==> src/rtl/wpd_pkg.sv <==
`timescale 1ns / 1ps
`default_nettype none

package wpd_pkg;

  // Configuration register map
  localparam int CFG_INDEX_W = 1;
  localparam int CFG_DATA_W  = 20;
  localparam logic [CFG_INDEX_W-1:0] CFG_DEVIATION_LIMIT = 1'd0;
  localparam logic [CFG_INDEX_W-1:0] CFG_START_INDEX     = 1'd1;

  localparam int LIMIT_W = 20;
  localparam int START_W = 16;
  localparam logic [LIMIT_W-1:0] LIMIT_RESET = 20'd16;
  localparam logic [START_W-1:0] START_RESET = 16'd25;

  // Deviation test: 128 * (d1^2 + d2^2 + d3^2) > 3 * limit^2.
  // A pairwise difference at or above 2^BIG_SHIFT passes at once.
  localparam int BIG_SHIFT   = 18;
  localparam int DIFF_W      = BIG_SHIFT;
  localparam int SQ_W        = 2 * DIFF_W;
  localparam int SUM_W       = SQ_W + 2;
  localparam int SCALE_SHIFT = 7;
  localparam int TEST_W      = SUM_W + SCALE_SHIFT;
  localparam int LIMIT_SQ_W  = 2 * LIMIT_W;
  localparam int THR_W       = LIMIT_SQ_W + 2;

  localparam logic [LIMIT_SQ_W-1:0] LIMIT_SQ_RESET = LIMIT_SQ_W'(256);
  localparam logic [THR_W-1:0]      THR_RESET      = THR_W'(768);

  // Full windows skipped after a peak
  localparam int SKIP_W = 2;
  localparam logic [SKIP_W-1:0] SKIP_AFTER = 2'd2;

  typedef struct packed {
    logic clr;   // first word of a profile
    logic win;   // word completes a full window
    logic cand;  // shape and start index qualify
    logic big;   // some difference is large enough to pass outright
  } win_ctl_t;

  typedef struct packed {
    logic clr;
    logic win;
    logic hit;   // shape, start index and deviation all qualify
  } dec_ctl_t;

endpackage

`default_nettype wire

==> src/rtl/window_peak_detector.sv <==
`timescale 1ns / 1ps
`default_nettype none
// A peak_index word appears at peak_valid once its sample has passed all four registers.
// Throughput: one sample word per cycle, set by the four-register pipeline
//   (window, squares, sum/compare, output); a waiting result holds back every full stage
//   behind it, so sample_ready drops only once the bubbles ahead of the input are used up.
// deviation_limit reaches the compare through limit_sq (squared), then threshold (x3).
// Reset (rst, synchronous): window, index and skip count cleared, pipeline emptied,
//   deviation_limit = 16, start_index = 25.
module window_peak_detector #(
  parameter int SAMPLE_BITS = 16,
  parameter int INDEX_BITS  = 16
) (
  input  wire logic                             clk,
  input  wire logic                             rst,
  // sample stream
  input  wire logic                             sample_valid,
  output logic                                  sample_ready,
  input  wire logic [SAMPLE_BITS-1:0]           sample,
  input  wire logic                             first_of_profile,
  // peak stream
  output logic                                  peak_valid,
  input  wire logic                             peak_ready,
  output logic [INDEX_BITS-1:0]                 peak_index,
  // configuration writes
  input  wire logic                             cfg_write_en,
  input  wire logic [wpd_pkg::CFG_INDEX_W-1:0]  cfg_index,
  input  wire logic [wpd_pkg::CFG_DATA_W-1:0]   cfg_data
);
  import wpd_pkg::*;

  logic [LIMIT_W-1:0]     deviation_limit;
  logic [START_W-1:0]     start_index;
  logic [LIMIT_SQ_W-1:0]  limit_sq;
  logic [THR_W-1:0]       threshold;

  logic                   s1_valid;
  win_ctl_t               s1_ctl;
  logic [INDEX_BITS-1:0]  s1_index;
  logic [2:0][DIFF_W-1:0] s1_diff;
  logic                   dev_ready;
  logic                   s3_valid;
  dec_ctl_t               s3_ctl;
  logic [INDEX_BITS-1:0]  s3_index;
  logic                   out_free;

  // Config registers. The threshold 3 * limit^2 is kept precomputed so the
  // compare stage sees a plain register; it trails the limit through limit_sq.
  always_ff @(posedge clk) begin
    if (rst) begin
      deviation_limit <= LIMIT_RESET;
      start_index     <= START_RESET;
      limit_sq        <= LIMIT_SQ_RESET;
      threshold       <= THR_RESET;
    end else begin
      if (cfg_write_en) begin
        case (cfg_index)
          CFG_DEVIATION_LIMIT: deviation_limit <= cfg_data[LIMIT_W-1:0];
          CFG_START_INDEX:     start_index     <= cfg_data[START_W-1:0];
          default: ;
        endcase
      end
      limit_sq  <= LIMIT_SQ_W'(deviation_limit) * LIMIT_SQ_W'(deviation_limit);
      threshold <= THR_W'(limit_sq) + (THR_W'(limit_sq) << 1);
    end
  end

  // Window state, shape and start checks, pairwise differences
  wpd_window #(
    .SAMPLE_BITS (SAMPLE_BITS),
    .INDEX_BITS  (INDEX_BITS)
  ) u_window (
    .clk              (clk),
    .rst              (rst),
    .sample_valid     (sample_valid),
    .sample_ready     (sample_ready),
    .sample           (sample),
    .first_of_profile (first_of_profile),
    .start_index      (start_index),
    .down_ready       (dev_ready),
    .s1_valid         (s1_valid),
    .s1_ctl           (s1_ctl),
    .s1_index         (s1_index),
    .s1_diff          (s1_diff)
  );

  // Squares, then sum and threshold compare
  wpd_deviation #(
    .INDEX_BITS (INDEX_BITS)
  ) u_deviation (
    .clk        (clk),
    .rst        (rst),
    .s1_valid   (s1_valid),
    .s1_ctl     (s1_ctl),
    .s1_index   (s1_index),
    .s1_diff    (s1_diff),
    .threshold  (threshold),
    .up_ready   (dev_ready),
    .down_ready (out_free),
    .s3_valid   (s3_valid),
    .s3_ctl     (s3_ctl),
    .s3_index   (s3_index)
  );

  // Skip count after a peak, output register. Skip state sits at the end of
  // the pipeline so windows are resolved strictly in order.
  wpd_decide #(
    .INDEX_BITS (INDEX_BITS)
  ) u_decide (
    .clk        (clk),
    .rst        (rst),
    .s3_valid   (s3_valid),
    .s3_ctl     (s3_ctl),
    .s3_index   (s3_index),
    .out_free   (out_free),
    .peak_valid (peak_valid),
    .peak_ready (peak_ready),
    .peak_index (peak_index)
  );

endmodule

`default_nettype wire

==> src/rtl/wpd_window.sv <==
`timescale 1ns / 1ps
`default_nettype none

module wpd_window #(
  parameter int SAMPLE_BITS = 16,
  parameter int INDEX_BITS  = 16
) (
  input  wire logic                                 clk,
  input  wire logic                                 rst,
  input  wire logic                                 sample_valid,
  output logic                                      sample_ready,
  input  wire logic [SAMPLE_BITS-1:0]               sample,
  input  wire logic                                 first_of_profile,
  input  wire logic [wpd_pkg::START_W-1:0]          start_index,
  input  wire logic                                 down_ready,
  output logic                                      s1_valid,
  output wpd_pkg::win_ctl_t                         s1_ctl,
  output logic [INDEX_BITS-1:0]                     s1_index,
  output logic [2:0][wpd_pkg::DIFF_W-1:0]           s1_diff
);
  import wpd_pkg::*;

  localparam int WIDE_W = (SAMPLE_BITS > BIG_SHIFT) ? SAMPLE_BITS : BIG_SHIFT + 1;
  localparam int CMP_W  = (INDEX_BITS > START_W) ? INDEX_BITS : START_W;
  localparam logic [INDEX_BITS-1:0] INDEX_MAX = '1;

  function automatic logic [WIDE_W-1:0] abs_diff(input logic [WIDE_W-1:0] a,
                                                 input logic [WIDE_W-1:0] b);
    return (a > b) ? a - b : b - a;
  endfunction

  logic [SAMPLE_BITS-1:0] older_sample;
  logic [SAMPLE_BITS-1:0] middle_sample;
  logic [INDEX_BITS-1:0]  sample_count;

  logic [SAMPLE_BITS-1:0] older_eff;
  logic [SAMPLE_BITS-1:0] middle_eff;
  logic [INDEX_BITS-1:0]  n;
  logic [INDEX_BITS-1:0]  window_start;
  logic                   overflow;
  logic                   full_window;
  logic                   start_ok;
  logic                   shape_ok;
  logic [2:0][WIDE_W-1:0] wide_diff;
  logic                   any_big;
  logic                   accept;

  always_comb begin
    older_eff    = first_of_profile ? '0 : older_sample;
    middle_eff   = first_of_profile ? '0 : middle_sample;
    n            = first_of_profile ? '0 : sample_count;
    overflow     = (n == INDEX_MAX);
    full_window  = (n[INDEX_BITS-1:1] != '0);
    window_start = n - INDEX_BITS'(2);
    start_ok     = CMP_W'(window_start) >= CMP_W'(start_index);
    shape_ok     = (middle_eff > older_eff) && (middle_eff > sample);
    wide_diff[0] = abs_diff(WIDE_W'(older_eff), WIDE_W'(middle_eff));
    wide_diff[1] = abs_diff(WIDE_W'(middle_eff), WIDE_W'(sample));
    wide_diff[2] = abs_diff(WIDE_W'(older_eff), WIDE_W'(sample));
    any_big      = (|wide_diff[0][WIDE_W-1:BIG_SHIFT]) ||
                   (|wide_diff[1][WIDE_W-1:BIG_SHIFT]) ||
                   (|wide_diff[2][WIDE_W-1:BIG_SHIFT]);
  end

  assign sample_ready = !s1_valid || down_ready;
  assign accept       = sample_valid && sample_ready;

  always_ff @(posedge clk) begin
    if (rst) begin
      s1_valid      <= 1'b0;
      older_sample  <= '0;
      middle_sample <= '0;
      sample_count  <= '0;
    end else begin
      if (sample_ready) begin
        s1_valid <= sample_valid && !overflow;
      end
      if (accept && !overflow) begin
        older_sample  <= middle_eff;
        middle_sample <= sample;
        sample_count  <= n + INDEX_BITS'(1);
      end
    end
  end

  always_ff @(posedge clk) begin
    if (sample_ready) begin
      s1_ctl.clr  <= first_of_profile;
      s1_ctl.win  <= full_window;
      s1_ctl.cand <= full_window && start_ok && shape_ok;
      s1_ctl.big  <= any_big;
      s1_index    <= n - INDEX_BITS'(1);
      s1_diff[0]  <= wide_diff[0][DIFF_W-1:0];
      s1_diff[1]  <= wide_diff[1][DIFF_W-1:0];
      s1_diff[2]  <= wide_diff[2][DIFF_W-1:0];
    end
  end

endmodule

`default_nettype wire

==> src/rtl/wpd_deviation.sv <==
`timescale 1ns / 1ps
`default_nettype none

module wpd_deviation #(
  parameter int INDEX_BITS = 16
) (
  input  wire logic                        clk,
  input  wire logic                        rst,
  input  wire logic                        s1_valid,
  input  wire wpd_pkg::win_ctl_t           s1_ctl,
  input  wire logic [INDEX_BITS-1:0]       s1_index,
  input  wire logic [2:0][wpd_pkg::DIFF_W-1:0] s1_diff,
  input  wire logic [wpd_pkg::THR_W-1:0]   threshold,
  output logic                             up_ready,
  input  wire logic                        down_ready,
  output logic                             s3_valid,
  output wpd_pkg::dec_ctl_t                s3_ctl,
  output logic [INDEX_BITS-1:0]            s3_index
);
  import wpd_pkg::*;

  logic                   s2_valid;
  win_ctl_t               s2_ctl;
  logic [INDEX_BITS-1:0]  s2_index;
  logic [2:0][SQ_W-1:0]   s2_sq;
  logic                   s3_ready;
  logic [SUM_W-1:0]       sum;
  logic                   exceeds;

  assign s3_ready = !s3_valid || down_ready;
  assign up_ready = !s2_valid || s3_ready;

  always_comb begin
    sum     = SUM_W'(s2_sq[0]) + SUM_W'(s2_sq[1]) + SUM_W'(s2_sq[2]);
    exceeds = {sum, SCALE_SHIFT'(0)} > TEST_W'(threshold);
  end

  always_ff @(posedge clk) begin
    if (rst) begin
      s2_valid <= 1'b0;
      s3_valid <= 1'b0;
    end else begin
      if (up_ready) begin
        s2_valid <= s1_valid;
      end
      if (s3_ready) begin
        s3_valid <= s2_valid;
      end
    end
  end

  // squares in parallel into s2, sum and compare into s3
  always_ff @(posedge clk) begin
    if (up_ready) begin
      s2_ctl   <= s1_ctl;
      s2_index <= s1_index;
      s2_sq[0] <= SQ_W'(s1_diff[0]) * SQ_W'(s1_diff[0]);
      s2_sq[1] <= SQ_W'(s1_diff[1]) * SQ_W'(s1_diff[1]);
      s2_sq[2] <= SQ_W'(s1_diff[2]) * SQ_W'(s1_diff[2]);
    end
    if (s3_ready) begin
      s3_ctl.clr <= s2_ctl.clr;
      s3_ctl.win <= s2_ctl.win;
      s3_ctl.hit <= s2_ctl.cand && (s2_ctl.big || exceeds);
      s3_index   <= s2_index;
    end
  end

endmodule

`default_nettype wire

==> src/rtl/wpd_decide.sv <==
`timescale 1ns / 1ps
`default_nettype none

module wpd_decide #(
  parameter int INDEX_BITS = 16
) (
  input  wire logic                  clk,
  input  wire logic                  rst,
  input  wire logic                  s3_valid,
  input  wire wpd_pkg::dec_ctl_t     s3_ctl,
  input  wire logic [INDEX_BITS-1:0] s3_index,
  output logic                       out_free,
  output logic                       peak_valid,
  input  wire logic                  peak_ready,
  output logic [INDEX_BITS-1:0]      peak_index
);
  import wpd_pkg::*;

  logic [SKIP_W-1:0] skip_count;
  logic [SKIP_W-1:0] skip_eff;
  logic [SKIP_W-1:0] skip_next;
  logic              take;
  logic              produce;

  assign out_free = !peak_valid || peak_ready;
  assign take     = s3_valid && out_free;

  always_comb begin
    skip_eff  = s3_ctl.clr ? '0 : skip_count;
    produce   = 1'b0;
    skip_next = skip_eff;
    if (s3_ctl.win) begin
      if (skip_eff != '0) begin
        skip_next = skip_eff - SKIP_W'(1);
      end else if (s3_ctl.hit) begin
        produce   = 1'b1;
        skip_next = SKIP_AFTER;
      end
    end
  end

  always_ff @(posedge clk) begin
    if (rst) begin
      skip_count <= '0;
      peak_valid <= 1'b0;
    end else begin
      if (take) begin
        skip_count <= skip_next;
      end
      if (out_free) begin
        peak_valid <= s3_valid && produce;
      end
    end
  end

  always_ff @(posedge clk) begin
    if (take && produce) begin
      peak_index <= s3_index;
    end
  end

  a_peak_arms_skip: assert property (@(posedge clk) disable iff (rst)
    (take && produce) |=> (peak_valid && skip_count == SKIP_AFTER))
    else $error("peak did not arm the skip count");

  a_skip_counts_down: assert property (@(posedge clk) disable iff (rst)
    (take && !s3_ctl.clr && s3_ctl.win && skip_count != '0) |=>
    (skip_count == $past(skip_count) - SKIP_W'(1)))
    else $error("skipped window did not count down");

  a_skip_range: assert property (@(posedge clk) disable iff (rst)
    (skip_count <= SKIP_AFTER))
    else $error("skip count out of range");

endmodule

`default_nettype wire
==> config.mk <==
export PLATFORM = sky130hd
export DESIGN_NAME = window_peak_detector
export DESIGN_NICKNAME = d
export VERILOG_FILES = /design/src/rtl/wpd_pkg.sv /design/src/rtl/window_peak_detector.sv /design/src/rtl/wpd_window.sv /design/src/rtl/wpd_deviation.sv /design/src/rtl/wpd_decide.sv
export SDC_FILE = /design/constraint.sdc
export NUM_CORES = 2
export LEC_CHECK = 0
export ABC_AREA = 1
export CAP_MARGIN = 20
export CORE_MARGIN = 5
export CORE_UTILIZATION = 60
export DETAILED_ROUTE_END_ITERATION = 6
export DONT_BUFFER_PORTS = 1
export PLACE_DENSITY = 0.76
export SLEW_MARGIN = 20
export SYNTH_ARGS = -nofsm -noshare
export SYNTH_HDL_FRONTEND = slang
export SYNTH_SLANG_ARGS = --single-unit
==> constraint.sdc <==
create_clock -name clk -period 9.8 [get_ports clk]
set_input_delay 0.49 -clock clk [delete_from_list [all_inputs] [get_ports clk]]
set_output_delay 0.49 -clock clk [all_outputs]
set_load 0.005 [all_outputs]
==> out/qor.txt <==
Period utilization -> 0.702
Layout net count -> 9799
Post-synth EDFFs -> 231
Clk buf depth -> 3
Setup ws final -> 2.92 ns
Post-Syn Instances -> 8204
Max H-tree Level -> 2
Worst-path clk slew -> 0.06 ns
Crit path required time -> 10.30 ns
Clock Tree Root -> clkbuf_16
Gr usage total -> 0.300
Worst R2R Start -> deviation_limit[4]
Final TNS setup -> 0 ns
Clk_lat worst skew -> 0.62 ns
Critical Path End -> limit_sq[24]
Drt first pass iters -> 6
Die W -> 340 um
Post-CTS Setup Inserts -> 0
Crit path DAT -> 7.38 ns
Slew at the pin closest to its max-slew limit -> 1.07 ns
Final WL -> 173000 um
Final min period -> 6.88 ns
Top-count cell post-synth -> inv_1
Final Max Slew Viols -> 0
Status -> finished, final reports clean
Reg2Reg Depth -> 25
Hold crit path type -> input pin to register
Proportion of synthesized area in mux cells -> 0.000306
Cell taking the most area after synthesis -> fa_1
Num CTS Buffers -> 47
Worst Setup Path Type -> register to register
Slew headroom -> 0.288
Final HPWL DP -> 145000 um
R2r setup slk -> 2.92 ns
Crit-path max FO -> 21
Mapped Area -> 65500 sq um
Largest family of logic cells by synthesized area -> adder cells
Vias in the first global route -> 53300
Mean Syn Cell Area -> 7.98 sq um
Clock skew -> 0.0267 ns
Layout Area Growth over Synthesis -> 4.39%
Core area -> 109000 sq um
Synth Area in Adders -> 0.428
Initial Utilization -> 0.602
Max Freq -> 145 MHz
Dominant cells by area after synthesis -> fa_1 29%, ha_1 14%, inv_1 13%
Initial antenna violation count -> 4
RSZ-0062 raised after global routing -> no
Worst slack, placed -> 2.95 ns
First-pass GRT wire length -> 280000 um
Worst Setup SP -> deviation_limit[4]
DR iter-0 viols -> 4035
Port-buffer cells -> 0
I/O Pins -> 61
Row count -> 121
Post-synthesis sequential element count -> 401
Yosys top cell area share -> 0.287
Compound-Gate Fraction of Synth Area -> 0.0988
Synth warn -> 0
Clk sinks -> 401
Fin. Hold Viols -> 0
Antenna-violating nets left -> 0
Total number of vias -> 51800
Via density -> 5.43
Post-Synth XOR/XNOR Area -> 0.0375
Endpoint class of the critical path -> register
Top FF cell, synth -> edfxtp_1
Worst flop-to-flop path endpoint -> limit_sq[24]
Count of final setup violators -> 0
Height of the chip -> 340 um
CP startpoint kind -> register
Pin count of the biggest net entering global routing -> 73
Layout cells sized above 1 -> 0.0204
Grt ovf -> 0
Drt drc -> 0
Max Cap Viol -> 0
Commonest cells in the synthesized netlist -> 2205 x inv_1, 1504 x nand2_1, 939 x fa_1, 735 x ha_1, 540 x a21oi_1
Die ar. -> 116000 sq um
Simple-Gate Fraction of Synth Area -> 0.138
DR WL/cell -> 18.1 um
CTS tree -> built
GPL Wtd Cong -> 0.989
Post-synth ARST share -> 0
Sequential element share of the synthesized area -> 0.158
Library cells used by synthesis -> 58
[worst max-delay path: stages, from the launching register on]
cell and delay, ns:
dfxtp_1 0.90, nand2_1 0.25, fa_1 0.60, inv_1 0.05
fa_1 0.52, fa_1 0.45, fa_1 0.53, inv_1 0.06
fa_1 0.54, inv_1 0.05, fa_1 0.47, inv_1 0.05
fa_1 0.49, inv_1 0.04, ha_1 0.32, nand2_1 0.11
nor2_1 0.14, inv_1 0.07, nor2_1 0.08, inv_1 0.05
nor4_1 0.37, a21oi_1 0.16, o21ai_0 0.25, nand2_1 0.08
nand2_1 0.06, nor2_1 0.05
[worst min path at each step]
stage                                   from                      end  slack (ns)  cells after the start
floorplan                        limit_sq[0]             threshold[1]        0.39                      2
global placement    u_deviation.s3_index[12]  u_decide.peak_index[12]        0.40                      0
detailed placement   u_deviation.s3_index[0]   u_decide.peak_index[0]        0.40                      0
CTS                                      rst             threshold[8]        0.01                      2
global route                             rst             threshold[8]        0.01                      2
finish                                   rst             threshold[8]        0.05                      2
[through the flow]
| stage | std cells | hold WS [ns] | area (sq um) | utilization |
|---|---|---|---|---|
| floorplan | 8207 | 0.388 | 65500 | - |
| global placement | 9440 | 0.401 | 66600 | 0.613 |
| detailed placement | 9440 | 0.405 | 66600 | 0.613 |
| CTS | 9535 | 0.0100 | 68300 | 0.629 |
| global route | 9535 | 0.0118 | 68300 | 0.629 |
| finish | 9537 | 0.0453 | 68400 | 0.629 |
[cells in the final DEF, fill, tap and decap left out, drive strengths merged, types with 3 or more instances in the layout]
| cell | n |
|---|---|
| a221oi | 12 |
| clkbuf | 58 |
| nand3 | 127 |
| a21o | 53 |
| clkinv | 18 |
| nand4 | 35 |
| inv | 2222 |
| dlygate4sd3 | 7 |
| o221ai | 13 |
| nor4 | 19 |
| a31oi | 37 |
| a21boi | 18 |
| nor3 | 60 |
| clkinvlp | 4 |
| a211oi | 14 |
| bufinv | 4 |
| o2111ai | 5 |
| xnor2 | 87 |
| ha | 735 |
| a21oi | 540 |
| and3 | 3 |
| xor2 | 193 |
| dfxtp | 170 |
| fa | 939 |
| edfxtp | 231 |
| buf | 26 |
| or2 | 11 |
| nand3b | 3 |
| nor2 | 477 |
| conb | 4 |
| o21bai | 34 |
| o21ai | 397 |
| o31ai | 3 |
| o211ai | 14 |
| o21a | 26 |
| nand2 | 1511 |
[per-layer routing]
layer,track usage,routed length [um]
met1,0.410,73300
met2,0.503,81500
met3,0.0460,12600
met4,0.0841,5500
met5,0,0
[cells by family after synthesis]
logic type,after synthesis
buffers and inverters,2425
and+or+nand+nor,2249
adders and majority gates,1674
AOI/OAI and AO/OA,1172
DFF,401
xor gates and xnor gates,280
muxes,2
other,1
[sequential cells by signal, indices dropped and copies added, names as in the netlist]
name / cells
u_deviation.s2_sq: 105
u_decide.skip_count: 2
u_window.older_sample: 16
u_window.middle_sample: 16
u_window.s1_diff: 51
u_deviation.s2_ctl: 4
deviation_limit: 20
u_deviation.s3_ctl: 3
u_deviation.s2_valid: 1
u_decide.peak_index: 16
u_deviation.s3_valid: 1
u_deviation.s3_index: 16
start_index: 16
u_window.s1_ctl: 4
u_decide.peak_valid: 1
threshold: 41
u_window.sample_count: 16
limit_sq: 39
u_window.s1_index: 16
u_deviation.s2_index: 16
u_window.s1_valid: 1
[timing repair]
action | 4_1_cts | 5_1_grt
hold buffers | 7 | 0
endpoints found under the hold margin | 18 | 0
resized for setup | 0 | 0
[area by class of cell]
type | instances | area [sq um]
Antenna cell | 2 | 5.00
Clock buffer | 58 | 1310
Clock inverter | 30 | 362
Fill cell | 9597 | 40400
Inverter | 2218 | 8330
Multi-Input combinational cell | 5381 | 46000
Sequential cell | 401 | 10300
Tap cell | 1414 | 1770
Timing Repair Buffer | 33 | 265
Power is not shown: default switching activity piles up to over one toggle a cycle in this logic, so the estimate is an artifact.
